**src/sv/ptks_pkg.sv**
```systemverilog
package ptks_pkg;

  // fixed field widths
  localparam int WORD_W   = 64;
  localparam int WEIGHT_W = 31;
  localparam int LEN_W    = 4;
  localparam int TOPK_W   = 4;
  localparam int RANK_W   = 3;
  localparam int OP_W     = 2;

  localparam logic [TOPK_W-1:0] TOPK_RESET = 4'd5;

  // item opcodes
  typedef enum logic [OP_W-1:0] {
    OP_CLEAR  = 2'd0,
    OP_APPEND = 2'd1,
    OP_QUERY  = 2'd2
  } op_e;

  // query sequencer
  typedef enum logic [1:0] {
    ST_IDLE  = 2'd0,
    ST_SCAN  = 2'd1,
    ST_DRAIN = 2'd2,
    ST_EMIT  = 2'd3
  } state_e;

  // control from the sequencer to the ranked list
  typedef struct packed {
    logic clr;
    logic ins;
  } best_ctl_t;

endpackage

```
**src/sv/ptks_best.sv**
```systemverilog
module ptks_best #(
  parameter int MAX_K = 8,
  parameter int KW    = (MAX_K < 1) ? 1 : $clog2(MAX_K + 1),
  parameter int IW    = (MAX_K > 1) ? $clog2(MAX_K) : 1
) (
  input  logic                           clk_i,
  input  logic                           rst_ni,
  input  ptks_pkg::best_ctl_t            ctl_i,
  input  logic [ptks_pkg::WORD_W-1:0]    cand_word_i,
  input  logic [ptks_pkg::WEIGHT_W-1:0]  cand_weight_i,
  input  logic [KW-1:0]                  k_i,
  input  logic [IW-1:0]                  rd_idx_i,
  output logic [ptks_pkg::WORD_W-1:0]    rd_word_o,
  output logic [ptks_pkg::WEIGHT_W-1:0]  rd_weight_o,
  output logic [KW-1:0]                  count_o
);

  logic [ptks_pkg::WORD_W-1:0]   slot_word_q   [MAX_K];
  logic [ptks_pkg::WEIGHT_W-1:0] slot_weight_q [MAX_K];
  logic [KW-1:0]                 count_q, count_d;
  logic [MAX_K-1:0]              gt;
  logic                          ins_ok;
  logic [IW-1:0]                 k_last;

  // candidate goes ahead of slot j (empty slots always lose)
  always_comb begin
    for (int j = 0; j < MAX_K; j++) begin
      gt[j] = (KW'(j) >= count_q)
           || (cand_weight_i > slot_weight_q[j])
           || ((cand_weight_i == slot_weight_q[j]) && (cand_word_i < slot_word_q[j]));
    end
  end

  // insert only if the candidate lands inside the first k slots
  assign k_last = IW'(k_i - KW'(1));
  assign ins_ok = ctl_i.ins && gt[k_last];

  // fill count, saturating at k
  always_comb begin
    count_d = count_q;
    if (ctl_i.clr) begin
      count_d = '0;
    end else if (ins_ok && (count_q < k_i)) begin
      count_d = count_q + KW'(1);
    end
  end

  always_ff @(posedge clk_i or negedge rst_ni) begin
    if (!rst_ni) begin
      count_q <= '0;
    end else begin
      count_q <= count_d;
    end
  end

  // sorted insert: slots from the insert point shift down by one
  always_ff @(posedge clk_i) begin
    if (ins_ok) begin
      for (int j = 0; j < MAX_K; j++) begin
        if (gt[j]) begin
          if (j == 0) begin
            slot_word_q[j]   <= cand_word_i;
            slot_weight_q[j] <= cand_weight_i;
          end else if (!gt[j-1]) begin
            slot_word_q[j]   <= cand_word_i;
            slot_weight_q[j] <= cand_weight_i;
          end else begin
            slot_word_q[j]   <= slot_word_q[j-1];
            slot_weight_q[j] <= slot_weight_q[j-1];
          end
        end
      end
    end
  end

  assign rd_word_o   = slot_word_q[rd_idx_i];
  assign rd_weight_o = slot_weight_q[rd_idx_i];
  assign count_o     = count_q;

endmodule

```
**config.mk**
```make
export PLATFORM = sky130hd
export DESIGN_NAME = ptks_best
export DESIGN_NICKNAME = d
export VERILOG_FILES = /design/src/sv/ptks_pkg.sv /design/src/sv/ptks_best.sv
export SDC_FILE = /design/constraint.sdc
export NUM_CORES = 2
export LEC_CHECK = 0
export BUFFER_PORTS_ARGS = -buffer_cell sky130_fd_sc_hd__buf_2
export CORE_MARGIN = 1
export CORE_UTILIZATION = 66
export DETAILED_ROUTE_END_ITERATION = 6
export PLACE_DENSITY = 0.84
export SLEW_MARGIN = 30
export SYNTH_ARGS = -nofsm -noshare
export SYNTH_HDL_FRONTEND = slang
export SYNTH_SLANG_ARGS = --single-unit
```
**constraint.sdc**
```tcl
create_clock -name clk_i -period 23.6 [get_ports clk_i]
set_input_delay 0 -clock clk_i [delete_from_list [all_inputs] [get_ports clk_i]]
set_output_delay 0 -clock clk_i [all_outputs]
set_load 0.05 [all_outputs]
```
Yosys cells after proc, flatten, opt, wreduce, memory -nomap -nowiden
Memories as Yosys holds them, arrays and structs flattened.
Cells that the tools add are included.
Storage, ports and cells
  register bits: 4
  bits in writable memories: 760
  input bits: 106
  output and inout bits: 99
  word-level logic and storage cells: 156
  memories kept: 2
Cells by class
  add/subtract/negate cells: 2
  magnitude comparators: 26
  equal/unequal tests: 8
  muxes and demuxes: 76
  bitwise logic cells: 14
  reductions and logical operators: 27
Memories
  slot_word_q: depth 8, bits a word 64, read ports 9, clocked after Yosys merged registers in 0, wr ports 8, line ptks_best.sv:18  | logic [ptks_pkg::WORD_W-1:0] slot_word_q [MAX_K];
  slot_weight_q: depth 8, bits a word 31, read ports 9, clocked after Yosys merged registers in 0, wr ports 8, line ptks_best.sv:19  | logic [ptks_pkg::WEIGHT_W-1:0] slot_weight_q [MAX_K];
Operators with widths (count)
  less-than comparator 64 bit: 8
  two-way mux 64 bit: 7
  == test 31 bit: 8
  > comparator 31 bit: 8
  two-way mux 31 bit: 7
  two-way mux 1 bit: 59
  greater-or-equal comparator 3 x 4 -> 1 bit (first input constant): 4
  logical OR 1 bit: 16
  OR 1 bit: 14
  logical AND 1 bit: 10
  greater-or-equal comparator 1 x 4 -> 1 bit (first input constant): 2
  greater-or-equal comparator 2 x 4 -> 1 bit (first input constant): 2
  two-way mux 4 bit: 2
  adder 4 x 1 -> 4 bit (second input constant): 1
  less-than comparator 3 x 4 -> 1 bit (second input constant): 1
  less-than comparator 4 bit: 1
  binary-select mux 1 bit (select 3 bit): 1
  subtractor 3 x 1 -> 3 bit (second input constant): 1
  nonzero test 2 bit: 1

Longest topological paths before layout
  depth in word-level cells: 9
  mapped depth: 15
  depth with buffers taken out: 12

Worst setup path after synthesis
Ideal clock, no wire load.
  path kind: register to register
  start: memory slot_weight_q[0][13] (netlist name)
  end: memory slot_weight_q[3][0] (netlist name), enable pin
  library setup time: 664 ps
  arrival: 9342 ps
  data required time: 22936 ps
  path slack: 13593 ps
  cell stages (with the launch flop): 13
  buffers on the path: 1
  period minus slack after synthesis: 10007 ps
  path through: edfxtp_1 inv_1 ha_1 nand4_1 or4_4 a2111oi_2 o31ai_1 a2111oi_4 a21oi_2 a2111oi_4 a211oi_2 buf_2 nor3_1
RTL lines (line)
  from (decl): ptks_best.sv:19

==> run summary <==
Status: finished, final reports clean
# setup viols final: 0
Crit path capture: slot_weight_q[6][5]$_DFFE_PP_
Switching share of power: 36.63%
PostCTS Resize Cnt: 0
Mapped Area: 56,120 um^2
Max Clk Rate: 145.6 MHz
EDFF count, synth: 760
Register-to-Register Path Depth: 14
Htree depth: 3
Top cell by count, worst path: buf_4
Register area share after synthesis: 40.85%
CTS tree: built
Worst vdd rail ir drop: 0.08738 mV
DR vias/cell: 6.785
YS warnings: 0
First-pass GRT wire length: 245.8 mm
Ys flop type: edfxtp_1
Worst Max-Slew Pin Slew: 1.156 ns
Worst-skew pair later-pin latency: 0.66 ns
Worst path slowest cell: a2111oi_1
Min Hold Slack: 0.1605 ns
Max Transition Viols Final: 0
Most common cell after layout, fill and taps aside: inv_1
CP endpoint kind: flip-flop
Max cap viols: 0
Initial antenna violation count: 10
RSZ-0062 raised after global routing: no
Final Hold Vio Count: 0
Wire per inst: 26.70 um
Hold Path Class: in2reg
Post-route ant nets: 0
P_int: 0.003627 W
Worst Setup Start Kind: flip-flop
Critical path arrival: 7.13 ns
Cell Pwr Density: 92.10 nW/um^2
Most frequent cells in the layout: inv_1 (765), edfxtp_1 (760), ha_1 (759)
Clock transition at path regs: 0.06 ns
Port bufs: 204
Vias in the first global route: 41.54k
Clock tree buffer depth: 3
CTS Buf Count: 86
Global route total overflow: 0
Clock power share: 23.9%
Final Cycle Share: 29.09%
Static leakage: 27.16 nW
Unique masters post-synth: 76
CP Max Fanout: 51
Clock Skew: 0.02627 ns
Net Sw Power: 0.002097 W
Relative slew slack: 21.93%
Net Count, Synth: 5,450
Crit path kind: reg2reg
Worst R2R End: slot_weight_q[6][5]$_DFFE_PP_
Worst EP required: 23.86 ns
Clock Tree Root: clkbuf_16
DR pass1 iterations: 6
Area of the multi-input gates: 29,730 um^2
Crit. Startpoint: slot_weight_q[6][29]$_DFFE_PP_
Post-DP HPWL: 109.0 mm
Clk sink count: 764
Register area: 22,920 um^2
Worst path cell trace: inv_1 -> ha_1 -> nand4_1 -> nor3_1 -> and4b_1 -> o211ai_1 -> a2111oi_1 -> o311ai_0 -> nand2_1 -> o22ai_1 -> or3_1 -> nor2_4 -> buf_4 -> buf_4
WL final: 162.8 mm
First-iteration detailed-routing DRC count: 4,473
Ys async rst share: 0.5236%
Final min period: 6.866 ns
Gr usage total: 37.65%
Area Growth Syn to Fin: 10.74%
# DRC: 0
Fillers: 5,417
Cells after Synth: 4,585
Die H: 293.6 um
Core Region: 83,950 um^2
Sequential share of power: 38.5%
Die area: 86,200 um^2
FF-to-FF Start: slot_weight_q[6][29]$_DFFE_PP_
Layout cells sized above 1: 27.36%
Starting density of the core: 66.85%
Die Wd: 293.6 um
Largest stage delay on the critical path: 0.87 ns
Flops & latches, synth: 764
Row count: 106
Placer congestion estimate: 0.9820
Nets: 5,754
Reg2reg setup slack: 16.73 ns
Hold depth: 7
Logic gate share of total power: 37.5%
Avg Cell Area, Syn: 12.24 um^2
Boundary pin count: 205
Via count: 41.38k
Largest net degree at the start of global routing: 88
Total negative slack: 0 ns
-- power by group through the flow --
stage | Clock, W | Sequential, W | Combinational, W
2_1_floorplan | 0 | 0.00214 | 0.00150
3_3_place_gp | 0 | 0.00219 | 0.00201
3_5_place_dp | 0 | 0.00221 | 0.00208
4_1_cts | 0.00137 | 0.00219 | 0.00212
5_1_grt | 0.00142 | 0.00223 | 0.00231
6_report | 0.00137 | 0.00221 | 0.00215
-- cells by family after synthesis --
group | count (synthesis) | synth area share, %
mux | 954 | 23.29
buf+inv | 894 | 6.316
flops | 764 | 40.85
fa+ha+maj | 759 | 16.92
compound gates | 620 | 6.958
simple gates | 593 | 5.654
xor+xnor | 1 | 0.01561
-- repair_timing --
action,in CTS,in global routing
buffers inserted,0,0
hold endpoints to repair,737,0
hold buffers,98,0
-- Yosys cell counts (4+ instances only) --
library cell,instances,share of area [%]
o21ai_0,102,0.91
a21oi_1,263,2.3
o211ai_1,10,0.13
nand2b_1,13,0.14
nand4_1,135,1.5
a221o_1,5,0.089
nor2_1,97,0.65
edfxtp_1,760,41
o311ai_0,5,0.078
or4_1,6,0.080
buf_4,24,0.32
o31ai_1,7,0.094
o21bai_1,5,0.067
a221oi_1,23,0.36
buf_1,19,0.13
a21o_1,89,1.2
nor2b_1,15,0.17
o21a_1,10,0.13
a2111oi_0,10,0.16
mux2_2,713,14
buf_6,6,0.12
nor4_1,15,0.17
nand3b_1,6,0.080
a22oi_1,6,0.080
nand2_1,146,0.98
nor3_1,35,0.31
buf_2,43,0.38
inv_1,765,5.1
a211oi_1,35,0.47
clkbuf_1,37,0.25
or3_1,5,0.056
ha_1,759,17
a211o_1,5,0.078
nand3_1,68,0.61
o221ai_1,7,0.11
dfrtp_1,4,0.18
a31oi_1,4,0.045
a21boi_0,4,0.054
nor4_4,4,0.15
mux2_4,50,1.3
mux4_2,190,7.6
and4_1,22,0.34
-- worst max-delay path: cells and delay by family, from the launching register on --
family          cells  cell delay, ns
flops               1            0.38
fa+ha+maj           1            0.30
buf+inv             3            1.51
simple gates        6            2.38
compound gates      4            1.82
-- worst min-delay path by stage --
stage	start	endpoint	slack (ns)
after floorplan	rst_ni	count_o[0]$_DFFE_PN0P_	-0.30
after global routing	k_i[3]	count_o[1]$_DFFE_PN0P_	0.22
after CTS	k_i[3]	count_o[1]$_DFFE_PN0P_	0.14
final	k_i[3]	count_o[1]$_DFFE_PN0P_	0.16
after detailed placement	rst_ni	count_o[2]$_DFFE_PN0P_	-0.19
after global placement	rst_ni	count_o[2]$_DFFE_PN0P_	-0.19
-- state kept, by name, indices dropped and copies added (netlist names) --
| name | cells |
|---|---|
| slot_word_q | 512 |
| slot_weight_q | 248 |
| count_o | 4 |
-- metrics by stage --
step           instances  utilization [%]  area (um^2)  setup slack (ns)  total power (W)
2_1_floorplan       4585                -        56120             13.59         0.003639
3_3_place_gp        5836            69.44        58300             16.81         0.004200
3_5_place_dp        5836            69.48        58330             17.05         0.004287
4_1_cts             6089            73.95        62090             16.98         0.005675
5_1_grt             6093            74.01        62130             16.75         0.005956
6_report            6098            74.02        62150             16.73         0.005724
-- final cells by class --
class                           instances  area share (%)
Multi-Input combinational cell       2927           47.84
Sequential cell                       764           36.88
Inverter                              765           4.621
Timing Repair Buffer                  345           3.870
Clock buffer                          103           3.717
Tap cell                             1134           2.283
Clock inverter                         52          0.7550
Antenna cell                            8         0.03221
-- per-layer routing --
layer | up-vias | wire length (um) | global-route usage, %
li1 | 17949 | - | -
met1 | 20361 | 60130 | 49.09
met2 | 2531 | 76230 | 59.89
met3 | 527 | 17340 | 6.835
met4 | 8 | 9056 | 20.46
met5 | - | 50 | 0
No activity file was read; power rests on OpenSTA's default activity.
